## config.mk

```make
export PLATFORM = sky130hd
export DESIGN_NAME = tps_fifo
export DESIGN_NICKNAME = d
export VERILOG_FILES = /design/src/hdl/triangle_plane_split_core_assert.svh /design/src/hdl/tps_pkg.sv /design/src/hdl/tps_fifo.sv
export SDC_FILE = /design/constraint.sdc
export NUM_CORES = 1
export LEC_CHECK = 0
export ABC_AREA = 1
export ABC_CLOCK_PERIOD_IN_PS = 11620
export BUFFER_PORTS_ARGS = -buffer_cell sky130_fd_sc_hd__buf_4
export CAP_MARGIN = 20
export CELL_PAD_IN_SITES_DETAIL_PLACEMENT = 1
export CELL_PAD_IN_SITES_GLOBAL_PLACEMENT = 2
export CORE_MARGIN = 1.5
export CORE_UTILIZATION = 40
export DETAILED_ROUTE_END_ITERATION = 6
export MAX_ROUTING_LAYER = met4
export PLACE_DENSITY = 0.82
export SYNTH_ARGS = -nofsm -noshare
export SYNTH_HDL_FRONTEND = slang
export SYNTH_SLANG_ARGS = --single-unit
```

## constraint.sdc

```tcl
create_clock -name clk_i -period 11.62 [get_ports clk_i]
set_input_delay 1.162 -clock clk_i [delete_from_list [all_inputs] [get_ports clk_i]]
set_output_delay 1.162 -clock clk_i [all_outputs]
set_load 0.03 [all_outputs]
```

## src/hdl/triangle_plane_split_core_assert.svh

```systemverilog
// Assertion macros for the triangle plane split core.
// Included by the top level only; the macros expect clk_i and rst_ni in scope.
`ifndef TRIANGLE_PLANE_SPLIT_CORE_ASSERT_SVH
`define TRIANGLE_PLANE_SPLIT_CORE_ASSERT_SVH
`define TPS_ASSERT_IMPL(lbl, ante, cons) \
  lbl: assert property (@(posedge clk_i) disable iff (!rst_ni) (ante) |-> (cons)) \
    else $error("triangle_plane_split_core: same-cycle check failed");
`define TPS_ASSERT_NEXT(lbl, ante, cons) \
  lbl: assert property (@(posedge clk_i) disable iff (!rst_ni) (ante) |=> (cons)) \
    else $error("triangle_plane_split_core: next-cycle check failed");
`endif

```

## src/hdl/tps_pkg.sv

```systemverilog
// Shared constants, types and codes for the triangle plane split core.
// Used by every module of the block; depends on nothing.
package tps_pkg;

  localparam int CoordWidth  = 32;
  localparam int FracBits    = 16;
  localparam int TagWidth    = 32;
  localparam int TolWidth    = CoordWidth - 1;
  localparam int DiffWidth   = CoordWidth + 1;
  localparam int ProdWidth   = DiffWidth + CoordWidth;
  localparam int SumWidth    = ProdWidth + 2;
  localparam int ShWidth     = SumWidth - FracBits;
  localparam int XProdWidth  = FracBits + CoordWidth + 1;
  localparam int DivCntWidth = $clog2(FracBits);
  localparam int PayloadBits = 9 * CoordWidth + TagWidth;
  localparam int DataWidth   = ((PayloadBits + 7) / 8) * 8;

  localparam int CfgIdxWidth = 3;
  localparam logic [CfgIdxWidth-1:0] RegPointX   = 3'd0;
  localparam logic [CfgIdxWidth-1:0] RegPointY   = 3'd1;
  localparam logic [CfgIdxWidth-1:0] RegPointZ   = 3'd2;
  localparam logic [CfgIdxWidth-1:0] RegNormalX  = 3'd3;
  localparam logic [CfgIdxWidth-1:0] RegNormalY  = 3'd4;
  localparam logic [CfgIdxWidth-1:0] RegNormalZ  = 3'd5;
  localparam logic [CfgIdxWidth-1:0] RegTolerance = 3'd6;

  // Per-vertex classification.
  localparam logic [1:0] SdBack  = 2'd0;
  localparam logic [1:0] SdFront = 2'd1;
  localparam logic [1:0] SdOn    = 2'd2;

  // Side code of a result item.
  localparam logic [1:0] SideFront = 2'd0;
  localparam logic [1:0] SideBack  = 2'd1;
  localparam logic [1:0] SideOn    = 2'd2;

  localparam int FifoDepth    = 4;
  localparam int FifoPtrWidth = 2;
  localparam int FifoCntWidth = 3;

  typedef logic [CoordWidth-1:0] coord_t;

  typedef struct packed {
    coord_t [2:0]        point;
    coord_t [2:0]        normal;
    logic [TolWidth-1:0] tol;
  } cfg_t;

  typedef struct packed {
    coord_t [2:0][2:0]   v;
    coord_t [2:0]        d;
    logic [2:0][1:0]     sd;
    logic [TagWidth-1:0] tag;
  } tri_rec_t;

  typedef struct packed {
    logic                    full;
    logic                    empty;
    logic [FifoCntWidth-1:0] cnt;
  } fifo_stat_t;

endpackage

```

## src/hdl/tps_fifo.sv

```systemverilog
// Short queue of classified triangles between the front and back ends.
// Register array with a combinational head; depends on tps_pkg.
module tps_fifo (
  input  logic                clk_i,
  input  logic                rst_ni,
  input  logic                push_i,
  input  tps_pkg::tri_rec_t   rec_i,
  input  logic                pop_i,
  output tps_pkg::tri_rec_t   rec_o,
  output tps_pkg::fifo_stat_t stat_o
);

  tps_pkg::tri_rec_t                   mem_q [tps_pkg::FifoDepth];
  logic [tps_pkg::FifoPtrWidth-1:0]    wr_q, rd_q;
  logic [tps_pkg::FifoCntWidth-1:0]    cnt_q;

  assign rec_o        = mem_q[rd_q];
  assign stat_o.cnt   = cnt_q;
  assign stat_o.empty = (cnt_q == '0);
  assign stat_o.full  = (cnt_q == tps_pkg::FifoCntWidth'(tps_pkg::FifoDepth));

  always_ff @(posedge clk_i or negedge rst_ni) begin
    if (!rst_ni) begin
      wr_q  <= '0;
      rd_q  <= '0;
      cnt_q <= '0;
    end else begin
      if (push_i) wr_q <= wr_q + 1'b1;
      if (pop_i)  rd_q <= rd_q + 1'b1;
      if (push_i && !pop_i) begin
        cnt_q <= cnt_q + 1'b1;
      end else if (pop_i && !push_i) begin
        cnt_q <= cnt_q - 1'b1;
      end
    end
  end

  always_ff @(posedge clk_i) begin
    if (push_i) mem_q[wr_q] <= rec_i;
  end

endmodule

```

Yosys cells after proc, flatten, opt, wreduce, memory -nomap -nowiden. Memory sizes are Yosys's and may differ from the RTL's. Cells that the tools add are included.

Add/sub/neg operators: 4. Multiply operators: 0. Divide/modulo/power cells: 0. Magnitude comparators: 0. Equality and inequality tests: 1. Shift operators: 0. Muxes and demuxes: 4. Bitwise logic cells: 0. Reductions and logical operators: 6.

Operator list (count): 3-bit two-way mux (2); 2-bit by 1-bit adder with 2-bit output (second input constant) (2); 3-bit by 1-bit adder with 3-bit output (second input constant) (1); 3-bit equality test (second input constant) (1); 3-bit zero test (1); 3-bit by 1-bit subtractor with 3-bit output (second input constant) (1); 1-bit logical AND (2); 1-bit zero test (2); 1-bit two-way mux (2); 2-bit nonzero test (1).

Register bits after elaboration: 7. Bits in latches: 0. Bits in writable memories: 1688. Memory bits (read-only): 0. Bits of input ports: 426. Output and inout bits: 427. Word-level logic and storage cells: 19. Memories: 1.

Memories: mem_q (words 4, width 422, rd ports 1, clocked after memory_dff 0, write ports 1, RTL line tps_fifo.sv:13) `tps_pkg::tri_rec_t mem_q [tps_pkg::FifoDepth];`.

Depth between registers and ports, before layout. Gate-level depths: netlist (run 1).

Word-level depth: 4. Depth in mapped cells: 9. Mapped depth without buffers: 9.

Worst setup path before layout (run 1). Ideal clock, no wire load.

Path type: input to register. Start point: input push_i. End point: memory mem_q[1][0] (netlist bit), enable pin. Setup time: 0.771 ns. Data arrival time: 9.600 ns. Data required time: 10.849 ns. Path slack: 1.248 ns. Stages: 3. Path buffers: 1. Path through: clkbuf_1 > nand2_1 > inv_1.

Word-level cells in the longest chain between the ends: 2.

RTL lines: from (decl) (RTL line tps_fifo.sv:6) `input logic push_i,`; 1-bit two-way mux (RTL line tps_fifo.sv:39) `if (push_i) mem_q[wr_q] <= rec_i;`; 1-bit two-way mux (not written as such) (RTL line tps_fifo.sv:39); to (decl) (RTL line tps_fifo.sv:13).

Every way passes these cells.

==> metrics.cfg, run 1 <==
[die]
die_w_um=414
die_area_um2=171000
core_um2=167000
num_rows=150
start_util_pct=40.3
die_h_um=414
num_io_pins=853

[pwr]
power_density_nw_per_um2=290
ir_drop_uv=222
power_mw=23.5
leakagePower_nw=31.7

[cells_and_area]
mostFrequentLayoutCell=edfxtp_1
drive_above_1_share_pct=19.4
final_nets=6196
nFillCells=17015
finalInstanceArea_um2=80800
syn2layout_area_growth_pct=19.8
layout.cells.non_filler=8168
utilization_pct=48.3
mostFrequentLayoutCells=1688 x edfxtp_1, 1279 x nand2_1, 882 x buf_4

[synthesis]
yosys_warnings=0
postSynthAreaPerCell_um2=13.6
seq_area_frac_synth_pct=75.4
synthesis.area_um2=67400
synth.distinct_cells=18
synth_nets=5403
netlist_instances=4971
ys_ff_latch=1695

[clocking]
ctsLongestPathBuffers=3
clkLatencyLatePin_ns=0.84
root_buffer=clkbuf_16
postCtsSetupBuffers=0
numClockSinks=1695
cts_htree_levels=4
cts-buffers-inserted=179
path_clk_slew_ns=0.06
tritoncts=yes
cts_resized=0
ctsHoldBuffers=0

[timing]
fin_skew_ns=0.0325
clock.fmax_mhz=173
fin_crit_sh_pct=49.8
slew_headroom_pct=18.7
hold_violations=0
tightestPinTransition_ns=1.22
tns_ns=0
slew_viol_final=0
grt_setup_unrepaired=false
period_needed_ns=5.78
setup_slack_ns=5.84
finalSetupViolations=0
holdWs_ns=0.154

[detailed_routing]
drtPass1Iterations=5
finalWirelength_um=179000
drcViolationCount=0
vias=40877
wl_per_cell_um=21.9
drtAntennaViolNets=0
vias_per_cell=5.00
drt_iter0_drc=2063

[critical_path]
worstSetupStartpointType=flop
cpLargestDelayFamily=buffers and inverters
crit_fanout=217
cp.arrival_ns=4.62
crit_type=reg -> out
critPathMaxStageDelay_ns=0.89
crit_path_top_delay_cell=dfrtp_4
crit_path_end_kind=primary output
crit_chain=buf_12 -> buf_12 -> buf_4 -> nand2_1 -> o211ai_1 -> nand2_1 -> buf_4
worstPathRequired_ns=10.46
crit_buf_inv=4

[grt]
grt_antenna_before_repair=47
grt_pass1_vias=42040
grt_use_total_pct=21.0
grt_overflow=0
grt_start_max_net_pins=231
grt_pass1_wl_um=262000

[hold_path]
hp-class=in -> async

[place]
place_ws_ns=6.71
hpwlAfterDp_um=111000
place_congestion=0.816
dpl-instance-area_um2=75000
dp_cells=7787
io_buffers=852

[run_status]
status=finished clean

[flow_run]
cap_viol_max_count=0

flip-flops by register name, summed over array words and instances (netlist names):
signal and flops:
cnt_q 3, mem_q 1688, rd_q 2, wr_q 2
cell families after synthesis:
kind of cell	after synthesis	synth area share [%]
AOI/OAI and AO/OA	845	9.41
xor gates and xnor gates	4	0.0520
adders and majority gates	6	0.122
buffers and inverters	1138	7.82
DFF	1695	75.4
and+or+nand+nor	1283	7.15
synthesized netlist by cell type:
master    number  area, um^2
buf_2         95         475
buf_4          7        52.6
clkbuf_1      66         248
o211ai_1     844        6340
nand4_1        1        6.26
nand2_1     1279        4800
fa_1           1        20.0
buf_6        114        1280
inv_1        855        3210
nand3_1        1        5.00
o21ai_0        1        5.00
nor3_1         2        10.0
xnor2_1        1        8.76
edfxtp_1    1688       50700
xor2_1         3        26.3
dfrtp_1        7         175
inv_2          1        3.75
ha_1           5        62.6
path summary, 6_finish.rpt:
check                           startpoint             to  slack (ns)  cells past startpoint
worst max-delay path               rd_q[0]     rec_o[157]        5.84                      7
worst min-delay path                rst_ni        rd_q[1]        0.15                      1
worst max register to register     wr_q[0]  mem_q[3][126]        8.00                      5
worst min register to register    cnt_q[2]       cnt_q[2]        0.56                      2
max in group asynchronous           rst_ni        rd_q[0]       11.30                      1
min in group clk_i               rec_i[16]   mem_q[2][16]        0.52                      1
cell type report:
| cell class | instances | area (um^2) | area share [%] |
|---|---|---|---|
| Timing Repair Buffer | 894 | 6860 | 8.49 |
| Clock inverter | 107 | 912 | 1.13 |
| Sequential cell | 1695 | 50900 | 63.0 |
| Clock buffer | 227 | 4740 | 5.87 |
| Multi-Input combinational cell | 2138 | 11300 | 14.0 |
| Tap cell | 2204 | 2760 | 3.41 |
| Antenna cell | 47 | 118 | 0.146 |
| Inverter | 856 | 3250 | 4.02 |
metal layers:
metal | global-route usage (%) | vias to the layer above | part of all wire (%)
li1 | - | 19047 | -
met1 | 22.9 | 20603 | 38
met2 | 35.2 | 905 | 51
met3 | 6.38 | 322 | 6.9
met4 | 9.33 | 0 | 4.4
met5 | - | - | 0
where the power goes:
group	total, mW	internal, mW	switching, mW
registers	8.32	8.00	0.321
logic	9.63	2.76	6.86
clock network	5.51	3.12	2.39
total	23.5	13.9	9.57
worst register-to-register path, delay by kind of cell (launching register included):
family / cells / cell delay [ns]
buf+inv: 3 / 2.42
flops: 1 / 0.43
simple gates: 1 / 0.14
fa+ha+maj: 1 / 0.19
(Power assumes the default switching activity.)
==> inputs of run 2 (changes only) <==
- ABC_AREA: 1 -> 0
- ABC_CLOCK_PERIOD_IN_PS: 11620 -> 5900
- CORE_UTILIZATION: 40 -> 45
- clock period: 11.62 -> 5.9 ns (I/O delays scaled with it)
==> run 2 against run 1 <==
Combinational power increased by 64%. Routed wire length decreased by 2.0%. Clock skew is 0.0021 ns lower. Synthesized area down 9.1%. Largest cell class unchanged. Highest routed layer unchanged.
==> metrics.cfg, run 2 <==
[timing]
tns_ns=0  ; unchanged
slew_viol_final=0  ; unchanged
grt_setup_unrepaired=false
hold_violations=0  ; unchanged
fin_crit_sh_pct=68.6
period_needed_ns=4.05
fin_skew_ns=0.0304  ; -0.00210 ns
clock.fmax_mhz=247
slew_headroom_pct=26.4  ; +7.7 points
tightestPinTransition_ns=1.10  ; -0.116 ns
finalSetupViolations=0  ; unchanged

[critical_path]
crit_fanout=41  ; -81%
crit_type=reg -> out
crit_path_end_kind=primary output
crit_path_top_delay_cell=dfrtp_4
cp.arrival_ns=3.46  ; -1.16 ns
critPathMaxStageDelay_ns=0.95  ; +0.06 ns
cpLargestDelayFamily=buffers and inverters
crit_buf_inv=2  ; -2
crit_top_cell=buf_4
worstSetupStartpointType=flop
worstPathRequired_ns=5.31  ; -5.15 ns
crit_chain=buf_4 -> mux4_2 -> buf_4

[pwr]
leakagePower_nw=27.2  ; -14%
clockPowerShare_pct=24.5  ; +1.0 points
p_int_mw=27.5  ; +98%
p_switching_mw=15.4  ; +60%
sw_frac_of_total_pct=35.8  ; -5.0 points
ir_drop_uv=360  ; +62%
power_density_nw_per_um2=540  ; +86%
comb_power_share_pct=36.9  ; -4.1 points
seq_power_share_pct=38.7  ; +3.2 points

[detailed_routing]
vias=31226  ; -24%
drt_iter0_drc=3256  ; +58%
drtPass1Iterations=5  ; unchanged
wl_per_cell_um=31.2  ; +43%
drtAntennaViolNets=0  ; unchanged
drcViolationCount=0  ; unchanged
vias_per_cell=5.56  ; +11%
finalWirelength_um=175000  ; -2.0%

[synthesis]
seq_area_frac_synth_pct=83.0  ; +7.5 points
postSynthAreaPerCell_um2=27.4  ; +100%
synth-main-ff-cell=edfxtp_1
synthesis.area_um2=61300  ; -9.1%
ys_async_sr_fraction_pct=0.413  ; unchanged
netlist.area_leader.share_pct=82.7  ; +7.5 points
post_synth_main_area_contributors=edfxtp_1 83%, mux4_2 16%, buf_6 0.75%
synth_top_cell_by_area=edfxtp_1
synth.most_common_cell=edfxtp_1
synth_nets=2670  ; -51%
synth_edf_count=1688  ; unchanged
yosys_warnings=0  ; unchanged
synth.distinct_cells=19  ; +1
ys_ff_latch=1695  ; unchanged
netlist_instances=2238  ; -55%
synthTopCellsByCount=1688 x edfxtp_1, 422 x mux4_2, 46 x buf_2

[grt]
grt_pass1_wl_um=245000  ; -6.3%
grt_overflow=0  ; unchanged
grt_use_total_pct=25.4  ; +4.4 points
grt_start_max_net_pins=127  ; -45%
grt_antenna_before_repair=46  ; -2.1%
grt_pass1_vias=34008  ; -19%

[cells_and_area]
mostFrequentLayoutCell=edfxtp_1
top_regs=mem_q (1688), cnt_q (3)
largest_register_ffs=1688  ; unchanged
top_register=mem_q
nFillCells=11243  ; -34%
syn2layout_area_growth_pct=29.7
drive_above_1_share_pct=41.5  ; +22 points
finalInstanceArea_um2=79500  ; -1.6%
utilization_pct=58.7  ; +10 points
mostFrequentLayoutCells=1688 x edfxtp_1, 894 x buf_4, 425 x dlygate4sd3_1
final_nets=4083  ; -34%

[clocking]
cts-buffers-inserted=170  ; -5.0%
root_buffer=clkbuf_16
numClockSinks=1695  ; unchanged
cts_resized=0  ; unchanged
tritoncts=yes
cts_htree_levels=4  ; unchanged
postCtsSetupBuffers=0  ; unchanged
ctsHoldBuffers=425  ; +425
clkLatencyLatePin_ns=0.80  ; -0.04 ns
ctsLongestPathBuffers=3  ; unchanged
path_clk_slew_ns=0.07  ; about the same

[die]
num_rows=135  ; -10%
num_io_pins=853  ; unchanged
die_w_um=372  ; -10%
die_area_um2=138000  ; -19%
die_h_um=372  ; -10%
start_util_pct=45.3  ; +5.0 points
core_um2=135000  ; -19%

[flow_run]
cap_viol_max_count=0  ; unchanged

[place]
hpwlAfterDp_um=97600  ; -12%
dpl-instance-area_um2=69900  ; -6.9%
io_buffers=852  ; unchanged
place_congestion=0.817  ; about the same

[run_status]
status=finished clean

[hold_path]
hp-class=in -> async

run 2: cells by family after synthesis:
logic type	synth area share (%)
compound gates	0.00816
xor+xnor	0.0857
mux	15.5
flops	83.0
fa+ha+maj	0.135
simple gates	0.0796
buf+inv	1.20
run 2: worst paths after layout:
path,startpoint,end,slack (ns),cells past startpoint
min in group clk_i,wr_q[0],wr_q[0],0.54,1
setup / recovery,rd_q[0],rec_o[315],1.85,3
setup reg to reg,wr_q[1],mem_q[1][70],3.02,5
max in group asynchronous,rst_ni,rd_q[0],5.52,2
hold reg to reg,wr_q[0],wr_q[0],0.54,1
hold / removal,rst_ni,wr_q[0],0.21,2
run 2: layout make-up:
cell class	count	area, um^2	area share (%)
clock buffers	209	4450	5.60
clock inverters	98	786	0.989
repair buffers	1335	11300	14.2
well taps	1781	2230	2.80
multi-input cells	445	9710	12.2
diodes	52	130	0.164
flip-flops and latches	1695	50900	64.0
inverters	4	15.0	0.0189
run 2: layer usage:
layer / track usage (%) / part of all wire (%) / wire [um]
met1: 29.8 / 35 / 61900
met2: 42.6 / 52 / 91600
met3: 7.39 / 9.5 / 16600
met4: 7.49 / 2.8 / 4970
met5: - / 0 / 0
run 2: power by group through the flow:
stage	Sequential, mW	Clock, mW	Combinational (mW)
finish	16.6	10.5	15.8
detailed placement	16.7	0	15.3
global placement	16.5	0	15.1
global route	16.7	11.0	16.4
floorplan	16.6	0	9.93
CTS	16.5	10.4	15.7
run 2: per-stage QoR:
stage / std cells / setup WS, ns / total power [mW] / hold WS (ns)
floorplan: 2238 / -0.314 / 26.5 / 0.294
global placement: 4835 / 2.65 / 31.6 / 0.411
finish: 5619 / 1.85 / 42.9 / 0.214
CTS: 5567 / 1.71 / 42.6 / 0.112
global route: 5615 / 1.61 / 44.1 / 0.190
detailed placement: 4835 / 2.59 / 32.0 / 0.415
